--- config.mk ---
export PLATFORM = sky130hd
export DESIGN_NAME = delimiter_string_splitter
export DESIGN_NICKNAME = d
export VERILOG_FILES = /design/src/rtl/core/dss_pkg.sv /design/src/rtl/core/delimiter_string_splitter.sv /design/src/rtl/core/dss_front.sv /design/src/rtl/core/dss_queue.sv /design/src/rtl/core/dss_back.sv
export SDC_FILE = /design/constraint.sdc
export NUM_CORES = 1
export LEC_CHECK = 0
export BUFFER_PORTS_ARGS = -buffer_cell sky130_fd_sc_hd__buf_2
export CAP_MARGIN = 20
export CORE_MARGIN = 2
export CORE_UTILIZATION = 60
export CTS_CLUSTER_SIZE = 16
export DETAILED_ROUTE_END_ITERATION = 7
export GPL_TIMING_DRIVEN = 0
export PLACE_DENSITY = 0.76
export SLEW_MARGIN = 15
export SYNTH_ARGS = -nofsm -noshare
export SYNTH_HDL_FRONTEND = slang
export SYNTH_SLANG_ARGS = --single-unit
--- constraint.sdc ---
create_clock -name clk -period 15.8 [get_ports clk]
set_input_delay 0.79 -clock clk [delete_from_list [all_inputs] [get_ports clk]]
set_output_delay 0.79 -clock clk [all_outputs]
set_load 0.03 [all_outputs]
--- src/rtl/core/dss_pkg.sv ---
// Shared types and constants for the delimiter string splitter.
// No dependencies.
`timescale 1ns / 1ps

package dss_pkg;

  localparam int MAX_DELIM   = 8;
  localparam int MAX_STRING  = 65536;
  localparam int POS_W       = 17;
  localparam int DLEN_W      = 4;
  localparam int CFG_IDX_W   = 1;
  localparam int QUEUE_DEPTH = 4;
  localparam int QPTR_W      = 2;

  localparam logic [CFG_IDX_W-1:0] REG_DELIM_LENGTH = 1'b0;
  localparam logic [CFG_IDX_W-1:0] REG_DELIM_BYTES  = 1'b1;

  typedef struct packed {
    logic [7:0] byte_value;
    logic       last_byte;
    logic       empty_string;
  } src_word_t;

  typedef struct packed {
    logic [POS_W-1:0] segment_start;
    logic [POS_W-1:0] segment_length;
    logic             last_segment;
    logic             too_long;
  } seg_word_t;

  typedef struct packed {
    logic      two;
    seg_word_t first;
    seg_word_t second;
  } dss_entry_t;

endpackage

--- src/rtl/core/delimiter_string_splitter.sv ---
// Delimiter string splitter: one string byte per word in, one segment per word out.
// Takes one byte per cycle while the queue is not full; a byte is compared against the
// whole delimiter window in the cycle it is accepted. Results leave one per cycle
// from an output register, fed from the queue, while the output is not stalled.
// A delimiter match on a string's last byte gives two results, so such a byte
// occupies the output for two result words; a four-entry queue between the matcher and
// the output register absorbs these and output stalls. Registers are written
// through the cfg port, which is always ready; write them only while idle.
// Depends on dss_pkg, dss_front, dss_queue and dss_back.
`timescale 1ns / 1ps

module delimiter_string_splitter (
  input  logic                               clk,
  input  logic                               rst,
  input  logic                               src_valid,
  output logic                               src_stall,
  input  dss_pkg::src_word_t                 src_word,
  output logic                               seg_valid,
  input  logic                               seg_stall,
  output dss_pkg::seg_word_t                 seg_word,
  input  logic                               cfg_valid,
  output logic                               cfg_ready,
  input  logic [dss_pkg::CFG_IDX_W-1:0]      cfg_index,
  input  logic [8*dss_pkg::MAX_DELIM-1:0]    cfg_data
);
  import dss_pkg::*;

  logic [DLEN_W-1:0]      delim_length;
  logic [8*MAX_DELIM-1:0] delim_bytes;
  logic                   q_full;
  logic                   q_push;
  dss_entry_t             q_in;
  logic                   q_pop;
  logic                   q_avail;
  dss_entry_t             q_head;

  assign cfg_ready = 1'b1;

  always_ff @(posedge clk) begin
    if (rst) begin
      delim_length <= '0;
      delim_bytes  <= '0;
    end else if (cfg_valid && cfg_ready) begin
      case (cfg_index)
        REG_DELIM_LENGTH: delim_length <= cfg_data[DLEN_W-1:0];
        REG_DELIM_BYTES:  delim_bytes  <= cfg_data;
        default: begin
        end
      endcase
    end
  end

  dss_front u_front (
    .clk          (clk),
    .rst          (rst),
    .src_valid    (src_valid),
    .src_stall    (src_stall),
    .src_word     (src_word),
    .delim_length (delim_length),
    .delim_bytes  (delim_bytes),
    .full         (q_full),
    .push         (q_push),
    .entry        (q_in)
  );

  dss_queue u_queue (
    .clk        (clk),
    .rst        (rst),
    .push       (q_push),
    .push_entry (q_in),
    .full       (q_full),
    .pop        (q_pop),
    .avail      (q_avail),
    .head_entry (q_head)
  );

  dss_back u_back (
    .clk        (clk),
    .rst        (rst),
    .avail      (q_avail),
    .head_entry (q_head),
    .pop        (q_pop),
    .seg_valid  (seg_valid),
    .seg_stall  (seg_stall),
    .seg_word   (seg_word)
  );

endmodule

--- src/rtl/core/dss_front.sv ---
// Front end: accepts bytes, keeps the window and position, detects matches.
// Pushes one entry of one or two results per result-bearing byte. Uses dss_pkg.
`timescale 1ns / 1ps

module dss_front (
  input  logic                         clk,
  input  logic                         rst,
  input  logic                         src_valid,
  output logic                         src_stall,
  input  dss_pkg::src_word_t           src_word,
  input  logic [dss_pkg::DLEN_W-1:0]   delim_length,
  input  logic [8*dss_pkg::MAX_DELIM-1:0] delim_bytes,
  input  logic                         full,
  output logic                         push,
  output dss_pkg::dss_entry_t          entry
);
  import dss_pkg::*;

  logic [7:0]        win [MAX_DELIM];
  logic [7:0]        win_next [MAX_DELIM];
  logic [7:0]        dbyte [MAX_DELIM];
  logic [POS_W-1:0]  pos;
  logic [POS_W-1:0]  seg;
  logic              ovf;
  logic [POS_W-1:0]  pos_next;
  logic [POS_W-1:0]  seg_next;
  logic              ovf_next;
  logic              accept;
  logic              saturated;
  logic [DLEN_W-1:0] d;
  logic [MAX_DELIM-1:0] hit;
  logic              covered;
  logic              match_hit;
  logic [POS_W-1:0]  pos_inc;
  logic [DLEN_W-1:0] want_idx [MAX_DELIM];
  seg_word_t         r_match;
  seg_word_t         r_last;
  seg_word_t         r_empty;

  assign src_stall = full;
  assign accept    = src_valid && !full;
  assign saturated = (pos >= POS_W'(MAX_STRING));
  assign d         = (delim_length > DLEN_W'(MAX_DELIM)) ? DLEN_W'(MAX_DELIM) : delim_length;
  assign pos_inc   = pos + POS_W'(1);
  assign covered   = ({1'b0, pos_inc} >= ({1'b0, seg} + (POS_W+1)'(d)));

  always_comb begin
    for (int j = 0; j < MAX_DELIM; j++) begin
      dbyte[j]    = delim_bytes[8*j +: 8];
      win_next[j] = (j == 0) ? src_word.byte_value : win[(j == 0) ? 0 : j-1];
      want_idx[j] = d - DLEN_W'(1) - DLEN_W'(j);
      hit[j]      = (DLEN_W'(j) >= d) ||
                    (win_next[j] == dbyte[want_idx[j][$clog2(MAX_DELIM)-1:0]]);
    end
  end

  assign match_hit = !saturated && (d != '0) && covered && (&hit);

  always_comb begin
    r_match.segment_start  = seg;
    r_match.segment_length = pos_inc - POS_W'(d) - seg;
    r_match.last_segment   = 1'b0;
    r_match.too_long       = ovf;

    r_empty = '0;
    r_empty.last_segment = 1'b1;

    ovf_next = ovf;
    pos_next = pos;
    seg_next = seg;
    if (saturated) begin
      ovf_next = 1'b1;
    end else begin
      pos_next = pos_inc;
      if (match_hit) begin
        seg_next = pos_inc;
      end
    end

    r_last.segment_start  = seg_next;
    r_last.segment_length = pos_next - seg_next;
    r_last.last_segment   = 1'b1;
    r_last.too_long       = ovf_next;

    entry = '0;
    push  = 1'b0;
    if (src_word.empty_string) begin
      entry.first = r_empty;
      push        = accept;
    end else if (match_hit) begin
      entry.first  = r_match;
      entry.second = r_last;
      entry.two    = src_word.last_byte;
      push         = accept;
    end else begin
      entry.first = r_last;
      push        = accept && src_word.last_byte;
    end
  end

  always_ff @(posedge clk) begin
    if (rst) begin
      pos <= '0;
      seg <= '0;
      ovf <= 1'b0;
      for (int j = 0; j < MAX_DELIM; j++) begin
        win[j] <= '0;
      end
    end else if (accept) begin
      if (src_word.empty_string || src_word.last_byte) begin
        pos <= '0;
        seg <= '0;
        ovf <= 1'b0;
      end else begin
        pos <= pos_next;
        seg <= seg_next;
        ovf <= ovf_next;
      end
      if (!src_word.empty_string && !saturated) begin
        for (int j = 0; j < MAX_DELIM; j++) begin
          win[j] <= win_next[j];
        end
      end
    end
  end

endmodule

--- src/rtl/core/dss_queue.sv ---
// Short queue of result entries between the front end and the output stage.
// Register storage, one push and one pop per cycle. Uses dss_pkg.
`timescale 1ns / 1ps

module dss_queue (
  input  logic                clk,
  input  logic                rst,
  input  logic                push,
  input  dss_pkg::dss_entry_t push_entry,
  output logic                full,
  input  logic                pop,
  output logic                avail,
  output dss_pkg::dss_entry_t head_entry
);
  import dss_pkg::*;

  dss_entry_t        mem [QUEUE_DEPTH];
  logic [QPTR_W-1:0] rd_ptr;
  logic [QPTR_W-1:0] wr_ptr;
  logic [QPTR_W:0]   count;
  logic              do_push;
  logic              do_pop;

  assign full       = (count == (QPTR_W+1)'(QUEUE_DEPTH));
  assign avail      = (count != '0);
  assign head_entry = mem[rd_ptr];
  assign do_push    = push && !full;
  assign do_pop     = pop && avail;

  always_ff @(posedge clk) begin
    if (do_push) begin
      mem[wr_ptr] <= push_entry;
    end
  end

  always_ff @(posedge clk) begin
    if (rst) begin
      rd_ptr <= '0;
      wr_ptr <= '0;
      count  <= '0;
    end else begin
      if (do_push) begin
        wr_ptr <= wr_ptr + QPTR_W'(1);
      end
      if (do_pop) begin
        rd_ptr <= rd_ptr + QPTR_W'(1);
      end
      if (do_push && !do_pop) begin
        count <= count + (QPTR_W+1)'(1);
      end else if (do_pop && !do_push) begin
        count <= count - (QPTR_W+1)'(1);
      end
    end
  end

endmodule

--- src/rtl/core/dss_back.sv ---
// Output stage: takes queue entries and sends their results one word a cycle
// unless stalled. Holds the second result of a two-result entry. Uses dss_pkg.
`timescale 1ns / 1ps

module dss_back (
  input  logic                clk,
  input  logic                rst,
  input  logic                avail,
  input  dss_pkg::dss_entry_t head_entry,
  output logic                pop,
  output logic                seg_valid,
  input  logic                seg_stall,
  output dss_pkg::seg_word_t  seg_word
);
  import dss_pkg::*;

  logic      has_second;
  seg_word_t second;
  logic      advance;

  assign advance = !seg_valid || !seg_stall;
  assign pop     = advance && !has_second && avail;

  always_ff @(posedge clk) begin
    if (rst) begin
      seg_valid  <= 1'b0;
      has_second <= 1'b0;
    end else if (advance) begin
      if (has_second) begin
        seg_valid  <= 1'b1;
        has_second <= 1'b0;
      end else if (avail) begin
        seg_valid  <= 1'b1;
        has_second <= head_entry.two;
      end else begin
        seg_valid <= 1'b0;
      end
    end
  end

  always_ff @(posedge clk) begin
    if (advance) begin
      if (has_second) begin
        seg_word <= second;
      end else if (avail) begin
        seg_word <= head_entry.first;
        second   <= head_entry.second;
      end
    end
  end

endmodule

Word-level counts from Yosys, hierarchy flattened
Memory sizes are Yosys's and may differ from the RTL's. A register that Yosys moved wholly into a read port is not among the register bits. Cells that the tools add are included.

Bits of input ports: 80. RAM bits: 356. Memories kept: 2. Word-level logic and storage cells: 188. Register bits: 184.

Add/sub/neg operators: 17. Eq/ne operators: 9. $lt $le $gt $ge: 19. Mux-type cells: 66. Reduce and logical (&&, ||, !) cells: 39. Bitwise operators: 18.

Memories: u_queue.mem (depth 4, bits a word 73, read ports 1, clocked after Yosys merged registers in 1, wr ports 1, line dss_queue.sv:17) `dss_entry_t mem [QUEUE_DEPTH];`; u_front.win (depth 8, bits a word 8, read ports 7, clocked after Yosys merged registers in 0, wr ports 8, line dss_front.sv:19) `logic [7:0] win [MAX_DELIM];`.

Operators by type and width (number): 36-bit two-way mux (6); 8-bit binary-select mux with 3-bit select (8); 8-bit two-way mux (24); 17-bit two-way mux (5); 8-bit equality test (8); 17-bit subtractor (2); 4-bit greater-or-equal comparator (second input constant) (8); 3-bit NOT with 4-bit output (8); 17-bit by 4-bit adder with 18-bit output (1); 17-bit by 18-bit greater-or-equal comparator with 1-bit output (1); 1-bit two-way mux (18); 17-bit by 1-bit adder with 17-bit output (second input constant) (1); 17-bit greater-or-equal comparator (second input constant) (1); 17-bit by 4-bit subtractor with 17-bit output (1); 3-bit by 4-bit greater-or-equal comparator with 1-bit output (first input constant) (4); 1-bit logical AND (12); 3-bit subtractor (second input constant) (4); 1-bit logical OR (10); 3-bit by 1-bit subtractor with 3-bit output (second input constant) (3); 1-bit by 4-bit greater-or-equal comparator with 1-bit output (first input constant) (2); 2-bit by 4-bit greater-or-equal comparator with 1-bit output (first input constant) (2); 1-bit logical NOT (8); 1-bit OR (8); 8-bit AND reduction (1); other kinds (14) (22).

Logic depth before layout (Yosys ltp)
Depth after elaboration: 19. Depth in mapped cells: 39.

Hierarchy
A second synthesis with hierarchy kept.

Cells, all modules: 2298. Area, all modules: 28723.8 sq um.

Modules (own cells, without submodules): dss_front (cells an instance 1436, area each 11985.2 sq um, instances 1); dss_queue (cells an instance 429, area each 11071.9 sq um, instances 1); delimiter_string_splitter (cells an instance 307, area each 2934.1 sq um, instances 1); dss_back (cells an instance 126, area each 2732.6 sq um, instances 1).

Worst setup path after synthesis
Ideal clock, no wire load.

Kind: register to register. From: reg delim_length[3]. To: mem u_queue.mem[0][54] (netlist bit), data pin. Setup time: 0.217 ns. Data required time: 15.583 ns. Slack: 8.603 ns. Data arrival time: 6.980 ns. Cell stages (with the launch flop): 39. Path buffers: 8. Period minus slack after synthesis: 7.197 ns. Cells stage by stage: dfxtp_1 > buf_4 > nor2b_1 > buf_4 > buf_2 > buf_4 > buf_2 > ha_1 > a21o_1 > a21oi_1 > o21bai_1 > nand4_1 > xor2_1 > ha_1 > a21o_1 > a21o_1 > a21oi_1 > o211a_1 > [3 not listed] > or4b_1 > clkbuf_1 > buf_2 > clkbuf_1 > o21ai_0 > o21ai_1 > ha_1 > fa_1 > nor2b_1 > o21ai_0 > a21boi_0 > o31ai_1 > a31oi_1 > a41o_1 > o41a_1 > xnor2_1 > a21oi_1 > a211oi_1.

RTL lines: start, declared (line delimiter_string_splitter.sv:28) `logic [DLEN_W-1:0] delim_length;`; start signal, assigned (line delimiter_string_splitter.sv:45) `REG_DELIM_LENGTH: delim_length <= cfg_data[DLEN_W-1:0];`; end, declared (line dss_queue.sv:17).

==> impl_metrics.csv <==
group,metric,value,unit
status,status,"finished clean",
routing,vias,20070,
power,swShare,30.26,%
worst_setup_path,startpoint_type,"flip-flop",
worst_setup_path,r2r_slack,5.05,ns
routing,drt_first_pass_iters,5,
sta,slew_viol_final,0,
clock_network,root_buffer,"clkbuf_16",
die,io_pins,119,
clock_network,holdBufCountCts,0,
die,die-area,48230,um^2
clock_network,clkSinkCount,534,
power,leakagePower,11.16,nW
global_route,grt_usage,36.91,%
power,peakVddDrop,0.0001741,V
sta,setup-violations-final,0,
clock_network,post_cts_resized,0,
worst_setup_path,rr_endpoint,"u_queue.mem[1][54]$_DFFE_PP_",
finish,fin_cells,3055,
power,p_switching,1.235,mW
clock_network,cts_max_path_buffers,3,
global_route,antenna_found_initial,1,
die,die_w,219.6,um
finish,area_delta_synth_final,12.12,%
sta,max_freq,0.09302,GHz
worst_setup_path,end_kind,"flip-flop",
worst_setup_path,crit_type,"flip-flop to flip-flop",
min_path,min_path_cells,3,
routing,ant_nets,0,
placed_design,place_inst,2956,
finish,drive_gt1_share,17.37,%
synthesis,synthCells,2219,
routing,routed_wirelength,88020,um
finish,final_common_cell,"edfxtp_1",
placed_design,gp_congestion,0.9759,
global_route,grt_start_max_net_pins,49,
worst_setup_path,cp.arrival,11.02,ns
synthesis,ys.flop_type,"edfxtp_1",
die,start_util,60.29,%
synthesis,yosysTopAreaCell,"edfxtp_1",
sta,worst_clock_skew,0.02632,ns
worst_setup_path,worstPathRequired,16.07,ns
finish,n_fill_cell,3306,
worst_setup_path,max_stage_delay,0.83,ns
power,finalPower,4.081,mW
power,power_frac_comb,23.6,%
sta,hold_viol,0,
global_route,grt_pass1_vias,19880,
placed_design,io_buffers,116,
die,fp.dieH,219.6,um
power,internal-power,2.846,mW
synthesis,synth_nets,2384,
clock_network,cts_tree,"done",
min_path,min_from,"cfg_data[29]",
routing,drc,0,
die,core_area,46260,um^2
worst_setup_path,reg2regPathDepth,35,
sta,grt_setup_unrepaired,"no",
finish,finalNetCount,2569,
clock_network,cts.clk_slew.worst_paths,0.07,ns
synthesis,yosysSeqAreaShare,53.40,%
global_route,overflow,0,
worst_setup_path,r2r_start,"delim_length[3]$_SDFFE_PP0P_",
sta,worst_slew_pin_slew,1.205,ns
synthesis,syn_area,27890,um^2
min_path,min_to,"delim_bytes[29]$_SDFFE_PP0P_",
synthesis,yosysUniqueCellTypes,88,
clock_network,cts_max_level,2,
die,rows,79,
clock_network,numCtsBuffers,53,
power,seqPwrFrac,45.2,%
flow_run,maxCapViolations,0,
synthesis,synth-edff-count,420,
finish,layout_common_cells,"edfxtp_1, nand2_1, a21oi_1, buf_2, mux2i_1",
synthesis,async_flop_share,0,%
clock_network,clock_latency,0.60,ns
global_route,grt_pass1_wl,128800,um
synthesis,synth_top_area_share,45.22,%
routing,viasPerCell,6.570,
placed_design,dp_hpwl,62950,um
clock_network,postCtsSetupRepairBufs,0,
sta,min_period,10.75,ns
synthesis,ys_warn_count,0,
sta,fin_crit_sh,68.04,%
power,cellPowerDensity,130.5,nW/um^2
power,p_clk_share,31.2,%
worst_setup_path,crit_fanout,10,
routing,wl_per_cell,28.81,um
routing,drtIter0Drc,1981,
synthesis,syn_avg_cell_area,12.57,um^2
synthesis,synth.area.top_cells,"edfxtp_1, mux4_2, dfxtp_1",
sta,relSlewSlack,19.70,%
min_path,min_path_type,"input pin to flip-flop",
sta,tns,0,ns
worst_setup_path,cp_slowest_cell,"a211oi_1",
synthesis,ys_seq_elements,534,
-- power by group through the flow --
stage | combinational (mW) | sequential (mW) | clock [mW]
floorplan | 0.533 | 1.94 | 0
global placement | 0.888 | 1.87 | 0
detailed placement | 0.951 | 1.86 | 0
CTS | 0.967 | 1.84 | 1.28
global route | 1.02 | 1.86 | 1.32
finish | 0.964 | 1.84 | 1.27
-- cells by family after synthesis --
group	after synthesis	share of synthesized area, %
other	1	0.01344
buffers and inverters	228	3.333
muxes	268	14.83
DFF	534	53.40
AOI/OAI and AO/OA	373	8.851
adders and majority gates	85	4.001
xor gates and xnor gates	161	5.226
and+or+nand+nor	569	10.34
-- final cells by class --
class,count,area (um^2),area share (%)
Tap cell,607,759.5,2.429
Sequential cell,534,14890,47.63
Buffer,151,641.9,2.052
Clock buffer,65,1414,4.521
Timing Repair Buffer,130,828.3,2.649
Antenna cell,1,2.502,0.008002
Inverter,77,289.0,0.9242
Multi-Input combinational cell,1457,12130,38.77
Clock inverter,33,317.8,1.016
-- synthesized netlist by cell type, types with 23 or more instances --
library cell    n
edfxtp_1      420
mux2i_1       117
nor2_1         89
clkbuf_1       94
and2_1         55
nand2_1       158
mux2_2         39
xnor2_1        77
a21oi_1       142
buf_2          23
dfxtp_1       114
nand3_1        54
o21ai_0        38
inv_1          72
buf_1          24
mux4_2        111
nor2b_1        36
nor3_1         69
xor2_1         80
ha_1           78
-- registers in the layout, indices dropped and copies added, names as in the netlist, 3 cells and up, named ones only --
register         count
u_front.win         56
u_front.pos         17
u_back.second       36
delim_bytes         64
u_queue.count        3
delim_length         4
u_queue.mem        292
u_front.seg         17
u_back.seg_word     36
-- layer usage --
layer / vias to the layer above / GRT usage, % / part of all wire [%]
met5: - / 0 / 0
met4: 0 / 22.84 / 7.0
met3: 282 / 4.596 / 6.3
met2: 1002 / 64.23 / 50
met1: 10050 / 43.72 / 36
li1: 8742 / - / -
-- stage by stage --
stage               util (%)  hold WS [ns]  setup slack [ns]  cell area (um^2)
CTS                    67.60        0.4072             5.397             31270
finish                 67.60        0.4310             5.050             31270
global placement       63.19        0.4818             5.593             29230
floorplan                  -        0.4675             8.603             27890
detailed placement     63.85        0.5105             5.513             29540
global route           67.60        0.4279             4.572             31270
-- worst max-delay path by stage --
stage | from | endpoint | slack [ns] | cells after the start
global placement | delim_length[3]$_SDFFE_PP0P_ | u_queue.mem[0][54]$_DFFE_PP_ | 5.59 | 35
CTS | delim_length[3]$_SDFFE_PP0P_ | u_queue.mem[1][54]$_DFFE_PP_ | 5.40 | 35
detailed placement | delim_length[3]$_SDFFE_PP0P_ | u_queue.mem[1][54]$_DFFE_PP_ | 5.51 | 35
floorplan | delim_length[3]$_SDFFE_PP0P_ | u_queue.mem[0][54]$_DFFE_PP_ | 8.60 | 38
finish | delim_length[3]$_SDFFE_PP0P_ | u_queue.mem[1][54]$_DFFE_PP_ | 5.05 | 35
global route | delim_length[3]$_SDFFE_PP0P_ | u_queue.mem[0][54]$_DFFE_PP_ | 4.57 | 35
-- critical path, delay by kind of cell, from the launching register on --
family,cells,cell delay [ns]
adder cells (fa/ha/maj),4,1.29
buffers and inverters,8,2.77
flip-flops,1,0.50
AO/OA/AOI/OAI,16,4.74
XOR/XNOR,2,0.37
AND/OR/NAND/NOR,5,0.74
Note: power is estimated with default switching activity, not from simulation.
